==> src/sv/lsaf_pkg.sv <==
// Shared types, constants and lookup functions of the LED strip animation block.
package lsaf_pkg;

    localparam int NUM_LEDS     = 18;
    localparam int LEDS_PER_EAR = 9;
    localparam int PIX_W        = 6;
    localparam int QDEPTH       = 2;
    localparam int QPTR_W       = (QDEPTH > 1) ? $clog2(QDEPTH) : 1;

    // Configuration register indexes.
    localparam logic [2:0] CFG_ANIM_MODE      = 3'd0;
    localparam logic [2:0] CFG_BASE_RGB       = 3'd1;
    localparam logic [2:0] CFG_BASE_LEVEL     = 3'd2;
    localparam logic [2:0] CFG_MOUTH_LINK     = 3'd3;
    localparam logic [2:0] CFG_METER_SELECT   = 3'd4;
    localparam logic [2:0] CFG_MOOD_LINK      = 3'd5;
    localparam logic [2:0] CFG_RAINBOW_PERIOD = 3'd6;

    // Animation modes.
    localparam logic [1:0] MODE_OFF     = 2'd0;
    localparam logic [1:0] MODE_SOLID   = 2'd1;
    localparam logic [1:0] MODE_BREATH  = 2'd2;
    localparam logic [1:0] MODE_RAINBOW = 2'd3;

    localparam logic [3:0] MOOD_RAINBOW = 4'd12;
    localparam logic [3:0] MOOD_UNUSED  = 4'd15;

    typedef struct packed {
        logic [1:0]  anim_mode;
        logic [23:0] base_rgb;
        logic [7:0]  base_level;
        logic        mouth_link;
        logic        meter_select;
        logic        mood_link;
        logic [7:0]  rainbow_period;
    } t_cfg;

    // One frame job handed from the front end to the pixel engine.
    typedef struct packed {
        logic        rainbow;
        logic [23:0] color;
        logic [7:0]  gain;
        logic [15:0] h0;
        logic        meter;
        logic [2:0]  level;
    } t_job;

    typedef struct packed {
        logic [23:0] rgb;
        logic [14:0] period;
        logic [7:0]  floor8;
    } t_mood;

    function automatic t_mood mood_entry(input logic [3:0] idx);
        t_mood e;
        case (idx)
            4'd0:    e = '{24'hFFD2A0, 15'd4000, 8'd77};
            4'd1:    e = '{24'hFFC800, 15'd2200, 8'd90};
            4'd2:    e = '{24'h2850FF, 15'd5000, 8'd51};
            4'd3:    e = '{24'hFF1E00, 15'd1200, 8'd102};
            4'd4:    e = '{24'hFF8200, 15'd3500, 8'd77};
            4'd5:    e = '{24'h5A008C, 15'd6000, 8'd26};
            4'd6:    e = '{24'h00BEFF, 15'd1600, 8'd90};
            4'd7:    e = '{24'hFFFF5A, 15'd2000, 8'd77};
            4'd8:    e = '{24'hFF0096, 15'd1400, 8'd102};
            4'd9:    e = '{24'h00FFAA, 15'd2800, 8'd77};
            4'd10:   e = '{24'hAA46FF, 15'd3000, 8'd77};
            4'd11:   e = '{24'hFFFFFF, 15'd1000, 8'd115};
            4'd12:   e = '{24'hFFFFFF, 15'd1000, 8'd77};
            4'd13:   e = '{24'hFF5A82, 15'd2400, 8'd90};
            4'd14:   e = '{24'h6E6E6E, 15'd5500, 8'd38};
            default: e = '{24'hFFD2A0, 15'd4000, 8'd77};
        endcase
        return e;
    endfunction

    function automatic logic [8:0] quarter_sine(input logic [6:0] j);
        logic [8:0] v;
        case (j)
            7'd0: v = 9'd0;     7'd1: v = 9'd6;     7'd2: v = 9'd13;    7'd3: v = 9'd19;
            7'd4: v = 9'd25;    7'd5: v = 9'd31;    7'd6: v = 9'd38;    7'd7: v = 9'd44;
            7'd8: v = 9'd50;    7'd9: v = 9'd56;    7'd10: v = 9'd62;   7'd11: v = 9'd68;
            7'd12: v = 9'd74;   7'd13: v = 9'd80;   7'd14: v = 9'd86;   7'd15: v = 9'd92;
            7'd16: v = 9'd98;   7'd17: v = 9'd104;  7'd18: v = 9'd109;  7'd19: v = 9'd115;
            7'd20: v = 9'd121;  7'd21: v = 9'd126;  7'd22: v = 9'd132;  7'd23: v = 9'd137;
            7'd24: v = 9'd142;  7'd25: v = 9'd147;  7'd26: v = 9'd152;  7'd27: v = 9'd157;
            7'd28: v = 9'd162;  7'd29: v = 9'd167;  7'd30: v = 9'd172;  7'd31: v = 9'd177;
            7'd32: v = 9'd181;  7'd33: v = 9'd185;  7'd34: v = 9'd190;  7'd35: v = 9'd194;
            7'd36: v = 9'd198;  7'd37: v = 9'd202;  7'd38: v = 9'd206;  7'd39: v = 9'd209;
            7'd40: v = 9'd213;  7'd41: v = 9'd216;  7'd42: v = 9'd220;  7'd43: v = 9'd223;
            7'd44: v = 9'd226;  7'd45: v = 9'd229;  7'd46: v = 9'd231;  7'd47: v = 9'd234;
            7'd48: v = 9'd237;  7'd49: v = 9'd239;  7'd50: v = 9'd241;  7'd51: v = 9'd243;
            7'd52: v = 9'd245;  7'd53: v = 9'd247;  7'd54: v = 9'd248;  7'd55: v = 9'd250;
            7'd56: v = 9'd251;  7'd57: v = 9'd252;  7'd58: v = 9'd253;  7'd59: v = 9'd254;
            7'd60: v = 9'd255;  7'd61: v = 9'd255;  7'd62: v = 9'd256;  7'd63: v = 9'd256;
            default: v = 9'd256;
        endcase
        return v;
    endfunction

    // Breath curve in 0..256: half of (sine + 256), sine in Q8 from the quarter table.
    function automatic logic [8:0] sine_half(input logic [7:0] p);
        logic [6:0] j;
        logic [8:0] v;
        logic [9:0] sum;
        j = p[6] ? (7'd64 - {1'b0, p[5:0]}) : {1'b0, p[5:0]};
        v = quarter_sine(j);
        sum = p[7] ? (10'd256 - {1'b0, v}) : (10'd256 + {1'b0, v});
        return sum[9:1];
    endfunction

    // Hue offset of each LED as a 16-bit fraction of the strip, built at elaboration.
    typedef logic [15:0] t_hue_tab [2**PIX_W];

    function automatic t_hue_tab hue_table();
        t_hue_tab t;
        for (int i = 0; i < 2**PIX_W; i++) begin
            t[i] = (i < NUM_LEDS) ? 16'((i << 16) / NUM_LEDS) : 16'd0;
        end
        return t;
    endfunction

    localparam t_hue_tab HUE_OFF = hue_table();

    // Level-meter mask: true when the LED stays lit.
    function automatic logic meter_lit(input logic [PIX_W-1:0] i, input logic [2:0] lvl);
        int p;
        int d;
        logic lit;
        lit = 1'b1;
        if (int'(i) < 2 * LEDS_PER_EAR) begin
            p = (int'(i) < LEDS_PER_EAR) ? int'(i) : int'(i) - LEDS_PER_EAR;
            d = LEDS_PER_EAR - 1 - p;
            if (p < d) d = p;
            lit = (d < int'(lvl));
        end
        return lit;
    endfunction

endpackage

==> src/sv/lsaf_front.sv <==
// Front end: takes frame ticks, classifies the mode and works out phase and gain.
module lsaf_front (
    input  logic           i_clk,
    input  logic           i_rst_n,
    input  lsaf_pkg::t_cfg i_cfg,
    input  logic           i_valid,
    output logic           o_ready,
    input  logic [31:0]    i_clock_ms,
    input  logic [8:0]     i_mouth_amount,
    input  logic [3:0]     i_mood_index,
    input  logic           i_bus_hold,
    output logic           o_push,
    input  logic           i_q_ready,
    output lsaf_pkg::t_job o_job
);
    import lsaf_pkg::*;

    typedef enum logic [2:0] {ST_IDLE, ST_CLS, ST_DIV, ST_GAIN, ST_LVL, ST_PUSH} t_state;
    typedef enum logic [1:0] {K_OFF, K_SOLID, K_BREATH, K_RAIN} t_kind;

    localparam int DIV_BITS  = 4;
    localparam int DIV_ITERS = 48 / DIV_BITS;

    // Holding register in front of the front sequencer.
    logic        r_hv;
    logic [31:0] r_hclk;
    logic [8:0]  r_hm;
    logic [3:0]  r_hmood;
    logic        r_hbus;

    t_state      r_state;
    logic [47:0] r_div;
    logic [15:0] r_rem;
    logic [15:0] r_q;
    logic [3:0]  r_cnt;
    logic [8:0]  r_m;
    logic [3:0]  r_mood;
    logic [7:0]  r_bright;
    t_kind       r_kind;
    logic [23:0] r_color;
    logic [7:0]  r_floor;
    logic [14:0] r_per;
    logic [8:0]  r_gain;
    logic        r_meter;
    logic [2:0]  r_level;
    t_job        r_job;

    logic        take;
    assign o_ready = !r_hv;
    assign take    = (r_state == ST_IDLE) && r_hv;

    // Holding register load and release.
    always_ff @(posedge i_clk) begin
        if (!i_rst_n) begin
            r_hv <= 1'b0;
        end else if (i_valid && o_ready) begin
            r_hv <= 1'b1;
        end else if (take) begin
            r_hv <= 1'b0;
        end
        if (i_valid && o_ready) begin
            r_hclk  <= i_clock_ms;
            r_hm    <= i_mouth_amount;
            r_hmood <= i_mood_index;
            r_hbus  <= i_bus_hold;
        end
    end

    // Classification of the latched tick.
    logic [16:0] mfac;
    logic [24:0] bprod;
    logic [7:0]  bright;
    t_mood       ent;
    t_kind       kind;
    logic [23:0] color;
    logic [7:0]  fl;
    logic [14:0] per;
    logic [2:0]  level;
    logic [9:0]  m10;

    always_comb begin
        mfac   = 17'd16384 + 17'(r_m) * 17'd192;
        bprod  = 25'(i_cfg.base_level) * 25'(mfac);
        bright = (i_cfg.mouth_link && !i_cfg.meter_select) ? bprod[23:16] : i_cfg.base_level;
        ent    = mood_entry((r_mood == MOOD_UNUSED) ? 4'd0 : r_mood);
        kind   = K_OFF;
        color  = i_cfg.base_rgb;
        fl     = 8'd38;
        per    = 15'd4000;
        if (i_cfg.mood_link) begin
            if (bright < 8'd110) bright = 8'd110;
            color = ent.rgb;
            fl    = ent.floor8;
            if (r_mood == MOOD_RAINBOW) begin
                kind = K_RAIN;
                per  = 15'd900;
            end else begin
                kind = K_BREATH;
                per  = ent.period;
            end
        end else begin
            case (i_cfg.anim_mode)
                MODE_SOLID:   kind = K_SOLID;
                MODE_BREATH:  kind = K_BREATH;
                MODE_RAINBOW: begin
                    kind = K_RAIN;
                    per  = 15'((i_cfg.rainbow_period == 8'd0) ? 8'd1 : i_cfg.rainbow_period)
                           * 15'd100;
                end
                default:      kind = K_OFF;
            endcase
        end
        // Meter level: count of odd thresholds reached.
        m10   = 10'(r_m) * 10'd10 >> 0;
        level = 3'd0;
        for (int k = 1; k <= 9; k += 2) begin
            if (13'(r_m) * 13'd10 >= 13'(256 * k)) level = level + 3'd1;
        end
    end

    // Restoring division of clock_ms * 65536 by the period, four bits a cycle.
    logic [47:0] div_n;
    logic [15:0] rem_n;
    logic [15:0] q_n;
    logic [15:0] trial;

    always_comb begin
        div_n = r_div;
        rem_n = r_rem;
        q_n   = r_q;
        for (int s = 0; s < DIV_BITS; s++) begin
            trial = {rem_n[14:0], div_n[47]};
            div_n = {div_n[46:0], 1'b0};
            if (trial >= {1'b0, r_per}) begin
                rem_n = trial - {1'b0, r_per};
                q_n   = {q_n[14:0], 1'b1};
            end else begin
                rem_n = trial;
                q_n   = {q_n[14:0], 1'b0};
            end
        end
    end

    // Breath gain and final channel gain.
    logic [8:0]  half;
    logic [17:0] gprod;
    logic [16:0] b2prod;
    logic [7:0]  jgain;

    always_comb begin
        half   = sine_half(r_q[15:8]);
        gprod  = 18'(half) * 18'(9'd256 - {1'b0, r_floor});
        b2prod = 17'(r_bright) * 17'(r_gain);
        case (r_kind)
            K_SOLID, K_RAIN: jgain = r_bright;
            K_BREATH:        jgain = b2prod[15:8];
            default:         jgain = 8'd0;
        endcase
    end

    // Front sequencer.
    always_ff @(posedge i_clk) begin
        if (!i_rst_n) begin
            r_state <= ST_IDLE;
        end else begin
            case (r_state)
                ST_IDLE: begin
                    if (take && !r_hbus) begin
                        r_state <= ST_CLS;
                    end
                    r_div  <= {r_hclk, 16'd0};
                    r_m    <= (r_hm > 9'd256) ? 9'd256 : r_hm;
                    r_mood <= r_hmood;
                end
                ST_CLS: begin
                    r_bright <= bright;
                    r_kind   <= kind;
                    r_color  <= color;
                    r_floor  <= fl;
                    r_per    <= per;
                    r_meter  <= i_cfg.mouth_link && i_cfg.meter_select;
                    r_level  <= level;
                    r_rem    <= 16'd0;
                    r_q      <= 16'd0;
                    r_cnt    <= 4'd0;
                    r_state  <= ST_DIV;
                end
                ST_DIV: begin
                    r_div <= div_n;
                    r_rem <= rem_n;
                    r_q   <= q_n;
                    r_cnt <= r_cnt + 4'd1;
                    if (r_cnt == 4'(DIV_ITERS - 1)) r_state <= ST_GAIN;
                end
                ST_GAIN: begin
                    r_gain  <= 9'({1'b0, r_floor}) + gprod[16:8];
                    r_state <= ST_LVL;
                end
                ST_LVL: begin
                    r_job.rainbow <= (r_kind == K_RAIN);
                    r_job.color   <= r_color;
                    r_job.gain    <= jgain;
                    r_job.h0      <= r_q;
                    r_job.meter   <= r_meter;
                    r_job.level   <= r_level;
                    r_state       <= ST_PUSH;
                end
                ST_PUSH: begin
                    if (i_q_ready) r_state <= ST_IDLE;
                end
                default: r_state <= ST_IDLE;
            endcase
        end
    end

    assign o_push = (r_state == ST_PUSH) && i_q_ready;
    assign o_job  = r_job;

    logic unused_m10;
    assign unused_m10 = ^m10;
endmodule

==> src/sv/lsaf_queue.sv <==
// Short job queue between the front end and the pixel engine.
module lsaf_queue (
    input  logic           i_clk,
    input  logic           i_rst_n,
    input  logic           i_push,
    input  lsaf_pkg::t_job i_job,
    output logic           o_ready,
    input  logic           i_pop,
    output logic           o_valid,
    output lsaf_pkg::t_job o_job
);
    import lsaf_pkg::*;

    t_job              r_mem [QDEPTH];
    logic [QPTR_W-1:0] r_wp;
    logic [QPTR_W-1:0] r_rp;
    logic [QPTR_W:0]   r_cnt;

    assign o_ready = (r_cnt != (QPTR_W + 1)'(QDEPTH));
    assign o_valid = (r_cnt != '0);
    assign o_job   = r_mem[r_rp];

    // Pointers and fill count.
    always_ff @(posedge i_clk) begin
        if (!i_rst_n) begin
            r_wp  <= '0;
            r_rp  <= '0;
            r_cnt <= '0;
        end else begin
            if (i_push) begin
                r_wp <= (r_wp == QPTR_W'(QDEPTH - 1)) ? '0 : r_wp + 1'b1;
            end
            if (i_pop) begin
                r_rp <= (r_rp == QPTR_W'(QDEPTH - 1)) ? '0 : r_rp + 1'b1;
            end
            r_cnt <= r_cnt + (QPTR_W + 1)'(i_push) - (QPTR_W + 1)'(i_pop);
        end
        if (i_push) r_mem[r_wp] <= i_job;
    end
endmodule

==> src/sv/lsaf_back.sv <==
// Pixel engine: walks the strip for one job and emits one pixel a cycle unless the output stalls.
module lsaf_back (
    input  logic                      i_clk,
    input  logic                      i_rst_n,
    input  logic                      i_q_valid,
    input  lsaf_pkg::t_job            i_job,
    output logic                      o_pop,
    output logic                      o_valid,
    input  logic                      i_ready,
    output logic [lsaf_pkg::PIX_W-1:0] o_index,
    output logic [7:0]                o_red,
    output logic [7:0]                o_green,
    output logic [7:0]                o_blue,
    output logic                      o_last
);
    import lsaf_pkg::*;

    localparam logic [PIX_W-1:0] LAST_IDX = PIX_W'(NUM_LEDS - 1);

    logic             r_v1, r_v2, r_v3;
    logic [PIX_W-1:0] r_idx;
    logic [PIX_W-1:0] r_i1, r_i2, r_i3;
    logic             r_l1, r_l2, r_l3;
    logic             r_lit1, r_lit2;
    logic [23:0]      r_c1;
    logic [7:0]       r_g1;
    logic [15:0]      r_pr, r_pg, r_pb;
    logic [7:0]       r_r3, r_g3, r_b3;

    logic advance, issue;
    assign advance = !r_v3 || i_ready;
    assign issue   = advance && i_q_valid;
    assign o_pop   = issue && (r_idx == LAST_IDX);

    // Hue to RGB for the current LED.
    logic [15:0] h;
    logic [18:0] x;
    logic [15:0] f;
    logic [23:0] rise_p;
    logic [24:0] fall_p;
    logic [7:0]  rise, fall;
    logic [23:0] hue_rgb;

    always_comb begin
        h      = i_job.h0 + HUE_OFF[r_idx];
        x      = {1'b0, h, 2'b00} + {2'b00, h, 1'b0};
        f      = x[15:0];
        rise_p = {f, 8'd0} - {8'd0, f};
        fall_p = {(17'h10000 - {1'b0, f}), 8'd0} - {8'd0, (17'h10000 - {1'b0, f})};
        rise   = rise_p[23:16];
        fall   = fall_p[23:16];
        case (x[18:16])
            3'd0:    hue_rgb = {8'd255, rise, 8'd0};
            3'd1:    hue_rgb = {fall, 8'd255, 8'd0};
            3'd2:    hue_rgb = {8'd0, 8'd255, rise};
            3'd3:    hue_rgb = {8'd0, fall, 8'd255};
            3'd4:    hue_rgb = {rise, 8'd0, 8'd255};
            default: hue_rgb = {8'd255, 8'd0, fall};
        endcase
    end

    // Division by 255 of a 16-bit product.
    function automatic logic [7:0] div255(input logic [15:0] v);
        logic [16:0] s;
        s = {1'b0, v} + {9'd0, v[15:8]} + 17'd1;
        return s[15:8];
    endfunction

    // Three-stage pixel pipeline that stalls as a whole on the output.
    always_ff @(posedge i_clk) begin
        if (!i_rst_n) begin
            r_v1  <= 1'b0;
            r_v2  <= 1'b0;
            r_v3  <= 1'b0;
            r_idx <= '0;
        end else if (advance) begin
            r_v1 <= issue;
            r_v2 <= r_v1;
            r_v3 <= r_v2;
            if (issue) r_idx <= (r_idx == LAST_IDX) ? '0 : r_idx + 1'b1;
        end
        if (advance) begin
            r_c1   <= i_job.rainbow ? hue_rgb : i_job.color;
            r_g1   <= i_job.gain;
            r_lit1 <= !i_job.meter || meter_lit(r_idx, i_job.level);
            r_i1   <= r_idx;
            r_l1   <= (r_idx == LAST_IDX);
            r_pr   <= 16'(r_c1[23:16]) * 16'(r_g1);
            r_pg   <= 16'(r_c1[15:8]) * 16'(r_g1);
            r_pb   <= 16'(r_c1[7:0]) * 16'(r_g1);
            r_lit2 <= r_lit1;
            r_i2   <= r_i1;
            r_l2   <= r_l1;
            r_r3   <= r_lit2 ? div255(r_pr) : 8'd0;
            r_g3   <= r_lit2 ? div255(r_pg) : 8'd0;
            r_b3   <= r_lit2 ? div255(r_pb) : 8'd0;
            r_i3   <= r_i2;
            r_l3   <= r_l2;
        end
    end

    assign o_valid = r_v3;
    assign o_index = r_i3;
    assign o_red   = r_r3;
    assign o_green = r_g3;
    assign o_blue  = r_b3;
    assign o_last  = r_l3;
endmodule

==> src/sv/led_strip_animation_frame.sv <==
// LED strip animation: one frame tick in, one RGB pixel per LED out.
// A tick passes the holding register, the front sequencer, the job queue and the
// pixel pipeline before its first pixel is presented. The front end runs the 48-bit
// period divider for each tick, retiring four quotient bits a cycle. The pixel engine
// emits one pixel a cycle unless the output stalls, NUM_LEDS (18) pixels per frame.
// Synchronous active-low reset restores register defaults and empties the pipe.
module led_strip_animation_frame (
    input  logic        i_clk,
    input  logic        i_rst_n,
    input  logic        i_cfg_we,
    input  logic [2:0]  i_cfg_addr,
    input  logic [23:0] i_cfg_wdata,
    input  logic        i_s_axis_tvalid,
    output logic        o_s_axis_tready,
    // clock_ms[31:0], mouth_amount[40:32], mood_index[44:41], zero fill
    input  logic [47:0] i_s_axis_tdata,
    // bus_hold[0]
    input  logic        i_s_axis_tuser,
    output logic        o_m_axis_tvalid,
    input  logic        i_m_axis_tready,
    // pixel_index[5:0], red_out[13:6], green_out[21:14], blue_out[29:22], zero fill
    output logic [31:0] o_m_axis_tdata,
    // final_pixel
    output logic        o_m_axis_tlast
);
    import lsaf_pkg::*;

    t_cfg r_cfg;

    // Configuration register writes.
    always_ff @(posedge i_clk) begin
        if (!i_rst_n) begin
            r_cfg.anim_mode      <= MODE_OFF;
            r_cfg.base_rgb       <= 24'd0;
            r_cfg.base_level     <= 8'd26;
            r_cfg.mouth_link     <= 1'b0;
            r_cfg.meter_select   <= 1'b0;
            r_cfg.mood_link      <= 1'b1;
            r_cfg.rainbow_period <= 8'd10;
        end else if (i_cfg_we) begin
            case (i_cfg_addr)
                CFG_ANIM_MODE:      r_cfg.anim_mode      <= i_cfg_wdata[1:0];
                CFG_BASE_RGB:       r_cfg.base_rgb       <= i_cfg_wdata;
                CFG_BASE_LEVEL:     r_cfg.base_level     <= i_cfg_wdata[7:0];
                CFG_MOUTH_LINK:     r_cfg.mouth_link     <= i_cfg_wdata[0];
                CFG_METER_SELECT:   r_cfg.meter_select   <= i_cfg_wdata[0];
                CFG_MOOD_LINK:      r_cfg.mood_link      <= i_cfg_wdata[0];
                CFG_RAINBOW_PERIOD: r_cfg.rainbow_period <= i_cfg_wdata[7:0];
                default: ;
            endcase
        end
    end

    logic push, q_ready, q_valid, pop;
    t_job f_job, q_job;
    logic [PIX_W-1:0] idx;
    logic [7:0] red, green, blue;

    lsaf_front u_front (
        .i_clk          (i_clk),
        .i_rst_n        (i_rst_n),
        .i_cfg          (r_cfg),
        .i_valid        (i_s_axis_tvalid),
        .o_ready        (o_s_axis_tready),
        .i_clock_ms     (i_s_axis_tdata[31:0]),
        .i_mouth_amount (i_s_axis_tdata[40:32]),
        .i_mood_index   (i_s_axis_tdata[44:41]),
        .i_bus_hold     (i_s_axis_tuser),
        .o_push         (push),
        .i_q_ready      (q_ready),
        .o_job          (f_job)
    );

    lsaf_queue u_queue (
        .i_clk   (i_clk),
        .i_rst_n (i_rst_n),
        .i_push  (push),
        .i_job   (f_job),
        .o_ready (q_ready),
        .i_pop   (pop),
        .o_valid (q_valid),
        .o_job   (q_job)
    );

    lsaf_back u_back (
        .i_clk     (i_clk),
        .i_rst_n   (i_rst_n),
        .i_q_valid (q_valid),
        .i_job     (q_job),
        .o_pop     (pop),
        .o_valid   (o_m_axis_tvalid),
        .i_ready   (i_m_axis_tready),
        .o_index   (idx),
        .o_red     (red),
        .o_green   (green),
        .o_blue    (blue),
        .o_last    (o_m_axis_tlast)
    );

    assign o_m_axis_tdata = {2'd0, blue, green, red, idx};

    logic unused_tdata;
    assign unused_tdata = ^i_s_axis_tdata[47:45];
endmodule

==> config.mk <==
export PLATFORM = sky130hd
export DESIGN_NAME = led_strip_animation_frame
export DESIGN_NICKNAME = d
export VERILOG_FILES = /design/src/sv/lsaf_pkg.sv /design/src/sv/lsaf_front.sv /design/src/sv/lsaf_queue.sv /design/src/sv/lsaf_back.sv /design/src/sv/led_strip_animation_frame.sv
export SDC_FILE = /design/constraint.sdc
export NUM_CORES = 2
export LEC_CHECK = 0
export BUFFER_PORTS_ARGS = -buffer_cell sky130_fd_sc_hd__buf_2
export CAP_MARGIN = 15
export CORE_AREA = 8 8 459 236
export CTS_BUF_LIST = sky130_fd_sc_hd__clkbuf_4
export DETAILED_ROUTE_END_ITERATION = 8
export DIE_AREA = 0 0 467 244
export PLACE_DENSITY = 0.62
export SETUP_SLACK_MARGIN = 0.05
export SLEW_MARGIN = 5
export SYNTH_ARGS = -nofsm -noshare
export SYNTH_HDL_FRONTEND = slang
export SYNTH_HIERARCHICAL = 1
export SYNTH_SLANG_ARGS = --single-unit
==> constraint.sdc <==
create_clock -name i_clk -period 10.2 [get_ports i_clk]
set_clock_uncertainty 0.15 [all_clocks]
set_input_delay 0 -clock i_clk [delete_from_list [all_inputs] [get_ports i_clk]]
set_output_delay 0 -clock i_clk [all_outputs]
set_load 0.02 [all_outputs]
# Yosys cells after proc, flatten, opt, wreduce, memory -nomap -nowiden
# Memories as Yosys holds them, arrays and structs flattened. A register that Yosys moved wholly into a read port is not among the register bits.
# Cells that the tools add are included.
op_classes:
  n_reduce_logical: 39
  n_mux: 56
  n_eq_ne: 29
  n_addsub: 33
  order_cmp: 16
  mul: 9
  bitwise: 1
op_table:
  columns: ["cell", "count"]
  rows:
  - ["32-bit 2-to-1 mux", 4]
  - ["24-bit case mux with 5 select lines", 1]
  - ["15-bit 2-to-1 mux", 7]
  - ["48-bit case mux with 2 select lines", 1]
  - ["16-bit by 15-bit >= comparator with 1-bit output", 4]
  - ["15-bit subtractor", 4]
  - ["16-bit by 1-bit adder with 16-bit output (second input constant)", 3]
  - ["16-bit by 8-bit adder with 16-bit output", 3]
  - ["8-bit by 8-bit multiplier with 16-bit output", 3]
  - ["24-bit 2-to-1 mux", 2]
  - ["32-bit < comparator", 1]
  - ["32-bit by 4-bit < comparator with 1-bit output", 1]
  - ["16-bit 2-to-1 mux", 2]
  - ["8-bit 2-to-1 mux", 4]
  - ["16-bit case mux with 2 select lines", 1]
  - ["5-bit by 32-bit subtractor with 32-bit output (first input constant)", 1]
  - ["15-bit case mux with 2 select lines", 1]
  - ["2-bit AND reduction", 14]
  - ["13-bit by 11-bit >= comparator with 1-bit output (second input constant)", 2]
  - ["8-bit by 17-bit multiplier with 24-bit output", 1]
  - ["24-bit by 16-bit subtractor with 24-bit output", 1]
  - ["24-bit by 17-bit subtractor with 24-bit output", 1]
  - ["3-bit 2-to-1 mux", 7]
  - ["18-bit by 17-bit adder with 19-bit output", 1]
  - ["other kinds (58)", 113]
word_totals:
  out_inout_bits: 35
  rom_bits: 2272
  ramBits: 106
  regBits: 454
  memories: 4
  in_bits: 81
  word_cells: 243
mem_list:
  columns: ["memory", "words", "width", "read_ports", "rd_ports_with_merged_regs", "wr", "line", "rtl"]
  rows:
  - ["(name not given)", 64, 16, 1, 0, 0, "lsaf_back.sv:45", "h = i_job.h0 + HUE_OFF[r_idx];"]
  - ["(name not given)", 16, 42, 1, 0, 0, "lsaf_pkg.sv:56", "case (idx)"]
  - ["(name not given)", 64, 9, 1, 0, 0, "lsaf_pkg.sv:79", "case (j)"]
  - ["u_queue.r_mem", 2, 53, 1, 1, 1, "lsaf_queue.sv:14", "t_job r_mem [QDEPTH];"]

# Logic depth before layout (Yosys ltp)
logic_depth:
  ltp_word: 11
  ltp_mapped: 50
  depth_no_buf: 46

# By module
# The synthesis kept the hierarchy.
by_module_without_submodules:
  columns: ["module", "cells_each", "area_each_um2", "seq_area_each_um2", "instances"]
  rows:
  - ["lsaf_front", 2388, 23508.8, 7467.2, 1]
  - ["lsaf_back", 1666, 15737.6, 3993.8, 1]
  - ["lsaf_queue", 186, 4304.1, 3283.1, 1]
  - ["led_strip_animation_frame", 186, 1831.8, 900.9, 1]

# Least setup slack after synthesis
# Ideal clock, no wire load.
synth_path:
  path_kind: "register to register"
  start: "register u_front.r_q[8]"
  end: "register u_front.r_gain[8], data pin"
  path_buffers: 4
  t_arrival_ps: 9900
  synth_period_minus_slack_ps: 10307
  setup_ps: 258
  required_time_ps: 9792
  slack_ps: -107
  stages_incl_launch_ff: 47
  path_cell_list: "edfxtp_1 buf_6 clkbuf_1 inv_1 ha_1 nand2_1 and2_1 clkbuf_2 ha_1 clkbuf_1 nand2_1 o21ai_1 o32ai_1 a2111oi_1 o21ai_2 a31oi_1 nor4b_4 a31oi_1 [11 not listed] inv_1 ha_1 nand4_1 nor4_1 o211ai_1 a21boi_0 o21a_1 nor2_1 ha_1 a21boi_0 o21ai_0 nand2_1 and2_1 nor2_1 nor2_1 o31a_1 a221o_1 xnor2_1"
synth_between:
  elab_chain_len: 8
  word_cells_on_any_way: 9
  cone_classes: "add/sub (4); mul (1); mux (3); memory (1)"
synth_rtl:
  columns: ["element", "line", "rtl"]
  rows:
  - ["from (decl)", "lsaf_front.sv:34", "logic [15:0] r_q;"]
  - ["from (signal assigned)", "lsaf_front.sv:191", "r_q <= q_n;"]
  - ["7-bit by 6-bit subtractor with 7-bit output", "lsaf_pkg.sv:106", "j = p[6] ? (7'd64 - {1'b0, p[5:0]}) : {1'b0, p[5:0]};"]
  - ["7-bit 2-to-1 mux *", "lsaf_pkg.sv:106", null]
  - ["memory 64 x 9 bit", null, null]
  - ["9-bit 2-to-1 mux *", "lsaf_pkg.sv:79", null]
  - ["9-bit by 9-bit adder with 10-bit output or 9-bit by 9-bit subtractor with 10-bit output (tied branches)", "lsaf_pkg.sv:108", "sum = p[7] ? (10'd256 - {1'b0, v}) : (10'd256 + {1'b0, v});"]
  - ["10-bit 2-to-1 mux *", "lsaf_pkg.sv:108", null]
  - ["9-bit by 18-bit multiplier with 17-bit output *", "lsaf_front.sv:152", "gprod = 18'(half) * 18'(9'd256 - {1'b0, r_floor});"]
  - ["8-bit by 9-bit adder with 9-bit output *", "lsaf_front.sv:196", "r_gain <= 9'({1'b0, r_floor}) + gprod[16:8];"]
  - ["to (signal assigned)", "lsaf_front.sv:196", null]
  - ["to (decl)", "lsaf_front.sv:43", "logic [8:0] r_gain;"]
# Every way passes the cells marked *; elsewhere a longest branch is shown, timed or not.
# A chain may end at the register's enable or synchronous reset.

# Worst setup path in the final report
layout_path:
  start: "register u_front.r_rem[1]"
  end: "register u_front.r_rem[7], data pin"
layout_between:
  elab_chain_len: 9
  word_cells_on_any_way: 13
  cone_classes: "add/sub (4); order compare (4); mux (5)"
layout_rtl:
  columns: ["element", "line", "rtl"]
  rows:
  - ["from (decl)", "lsaf_front.sv:33", "logic [15:0] r_rem;"]
  - ["from (signal assigned)", "lsaf_front.sv:190", "r_rem <= rem_n;"]
  - ["15-bit subtractor or 16-bit by 15-bit >= comparator with 1-bit output (tied branches)", "lsaf_front.sv:135, lsaf_front.sv:134", null]
  - ["15-bit 2-to-1 mux *", "lsaf_front.sv:134", "if (trial >= {1'b0, r_per}) begin"]
  - ["15-bit subtractor or 16-bit by 15-bit >= comparator with 1-bit output (tied branches)", "lsaf_front.sv:135, lsaf_front.sv:134", null]
  - ["15-bit 2-to-1 mux *", "lsaf_front.sv:134", null]
  - ["15-bit subtractor or 16-bit by 15-bit >= comparator with 1-bit output (tied branches)", "lsaf_front.sv:135, lsaf_front.sv:134", null]
  - ["15-bit 2-to-1 mux *", "lsaf_front.sv:134", null]
  - ["15-bit subtractor or 16-bit by 15-bit >= comparator with 1-bit output (tied branches)", "lsaf_front.sv:135, lsaf_front.sv:134", null]
  - ["15-bit 2-to-1 mux *", "lsaf_front.sv:134", null]
  - ["15-bit case mux with 2 select lines *", "lsaf_front.sv:166", "case (r_state)"]
# Marks and branches as above.

==> metrics.cfg <==
[run_status]
outcome=finished clean

[floorplanning]
die-area_um2=114000
core_area_um2=102000
fp.dieW_um=467
fp.dieH_um=244
io_pins=116
initial_core_util_pct=44.6
num_rows=83

[sta]
setup_viol=0
max_clock_freq_ghz=0.103
tightest_slew_ns=1.12
rsz0062_at_grt=false
slew_headroom_pct=25.3
finalSetupTns_ns=0
hold_viol=0
fin_crit_ns=9.73
slew_violations=0
period_share_pct=95.4

[synth]
synthCells=4426
synth_area_leader_cell=edfxtp_1
avgSynthCellArea_um2=10.3
synthMuxAreaShare_pct=4.41
synth_fa_ha_area_share_pct=24.1
ys_ff_latch=542
ys_warn_count=6
synth_top_family_by_area=adder cells
ys_seq_area_share_pct=34.5
synth_edf_count=479
synth_top_area_share_pct=31.7
yosys.area_share.simple_pct=15.3
yosys-top-cells-area=edfxtp_1 32%, ha_1 13%, fa_1 11%
synth_compound_area_share_pct=11.3
synthFlopType=edfxtp_1
async_reset_ff_share_pct=0
synthDistinctLibCells=132
synth_area_um2=45400
synth_xor_area_share_pct=4.57

[place]
dp.cells=5822
placed_area_um2=47400
port_buffers=110
globalplace.congestion=0.916
dp_hpwl_um=85900

[clock_tree]
cts.htree.levels=4
cts_root_buf=clkbuf_4
clk_pin_slew_worst_paths_ns=0.07
clockBufferDepth=3
cts_tree=done
insertion_delay_ns=1.05
cts_buffers=132
cts.sinks=542

[route]
wirelength_um=117000
via_per_inst=5.40
drtIter0Drc=3345
ant_nets=0
first_pass_iters=8
drcViolationCount=0
wl_per_cell_um=18.5
num_vias=34130

[global_route]
grt_max_degree=78
grt_overflow=0
grt_pass1_vias=33139
grt.total_usage_pct=20.3
antenna_found_initial=7
grt_pass1_wl_um=186000

[final_layout]
nNetsFinal=5649
syn_to_final_growth_pct=14.3
fin_cells=6318
drive_gt1_share_pct=12.5
final_area_um2=51900

[flow_run]
drv_cap=0

[setup_path]
critPathMaxFanout=18
crit_type=flop to flop
cpMaxStageDelayCell=fa_1
required_ns=10.80
cpPeakStageDelay_ns=0.44
worstPathArrival_ns=10.32
crit_path_end_kind=flop
cp-start-kind=flop

[min_path]
hp-class=primary input to flop

-- metrics by stage --
stage          setup slack [ns]  hold WS, ns  utilization, %
3_3_place_gp              0.428       0.0262            46.6
5_1_grt                 0.00311       0.0763            51.0
6_report                  0.471        0.121            51.0
2_1_floorplan             0.129      -0.0511               -
4_1_cts                   0.179      0.00276            50.8
3_5_place_dp              0.192       0.0281            46.6
-- per-layer routing --
layer / vias to the layer above / GRT usage, % / part of all wire (%)
li1: 16271 / - / -
met1: 16461 / 33.1 / 52
met2: 1246 / 26.3 / 38
met3: 148 / 4.82 / 9.1
met4: 4 / 4.49 / 1.4
met5: - / 0 / 0.023
-- Yosys cell counts (9+ instances only) --
library cell and count:
a22o_1 9, a21o_1 70, o211ai_1 29, mux2_2 34, nand2_1 520, xor2_1 68
a21oi_1 162, dfxtp_1 63, a31o_2 9, clkbuf_1 93, or3_1 15, nor3_1 50
buf_2 15, o221ai_1 16, o21bai_1 16, inv_1 473, nand3_1 68, o21ai_0 148
buf_6 12, and2_1 232, nand2b_1 54, and3_1 34, nor2_1 250, a211oi_1 25
mux2_4 50, ha_1 463, fa_1 257, o31ai_1 9, mux2i_1 82, nor2b_1 63
a22oi_1 9, a21boi_0 23, edfxtp_1 479, a31oi_1 23, nand4_1 20, nor4_1 9
o21a_1 49, o21ai_1 11, or2_2 11, xnor2_1 150, a311oi_1 9
-- sequential cells by signal (all words and copies together), names as in the netlist, 9 cells and up, named ones only --
register,count
u_front/r_hm,9
u_front/o_job,53
u_front/r_q,16
r_cfg,45
u_back/r_pg,16
u_front/r_per,13
u_front/r_rem,15
u_front/r_div,32
u_front/r_m,9
u_front/r_gain,9
u_queue/r_mem,106
u_front/r_color,24
u_back/r_c1,24
u_back/r_pr,16
u_front/r_hclk,32
u_back/r_pb,16
-- worst paths after layout --
check | start | to | slack [ns] | cells after the start
worst min-delay path | i_s_axis_tdata[42] | u_front/r_hmood[1] | 0.12 | 3
worst max register to register | u_front/r_rem[1] | u_front/r_rem[7] | 0.47 | 43
worst max-delay path | u_front/r_rem[1] | u_front/r_rem[7] | 0.47 | 43
worst min register to register | u_front/o_job[14] | u_queue/r_mem[0][14] | 0.23 | 0
-- worst max-delay path: cells and delay by family, from the launching register on --
| family | cells | cell delay (ns) |
|---|---|---|
| muxes | 3 | 1.01 |
| adders and majority gates | 5 | 1.66 |
| buffers and inverters | 9 | 1.18 |
| and+or+nand+nor | 6 | 0.96 |
| DFF | 1 | 0.38 |
| AOI/OAI and AO/OA | 20 | 4.06 |
-- logic make-up (layout without fill, tap and decap cells) --
logic type / Yosys count / after routing
flops: 542 / 542
other cells: 1 / 13
mux: 168 / 168
buf+inv: 623 / 1143
compound gates: 740 / 740
xor+xnor: 226 / 226
simple gates: 1405 / 1405
fa+ha+maj: 721 / 721
-- repair_timing --
action	4_1_cts	5_1_grt
resized for setup	0	30
setup buffers	0	8
endpoints found under the hold margin	299	0
hold buffers	243	0
setup endpoints to repair	0	24
-- cell usage in the layout (no fill, tap or decap), types with 81 or more instances in the layout --
| cell | count |
|---|---|
| nand2_1 | 519 |
| o21ai_0 | 146 |
| nor2_1 | 249 |
| and2_1 | 230 |
| clkbuf_4 | 189 |
| xnor2_1 | 149 |
| fa_1 | 257 |
| a21oi_1 | 159 |
| ha_1 | 459 |
| inv_1 | 472 |
| dlygate4sd3_1 | 243 |
| buf_2 | 110 |
| mux2i_1 | 81 |
| edfxtp_1 | 479 |
-- cell type report --
cell class | count | area (um2)
Antenna cell | 11 | 27.5
Clock buffer | 188 | 1410
Sequential cell | 542 | 15700
Inverter | 477 | 1800
Multi-Input combinational cell | 3262 | 27300
Fill cell | 9016 | 49800
Clock inverter | 45 | 394
Timing Repair Buffer | 433 | 3620
Tap cell | 1360 | 1700
Power is left out: the tool's default activity adds up to more than one toggle a clock period on the data nets, which glitch-free logic cannot reach.
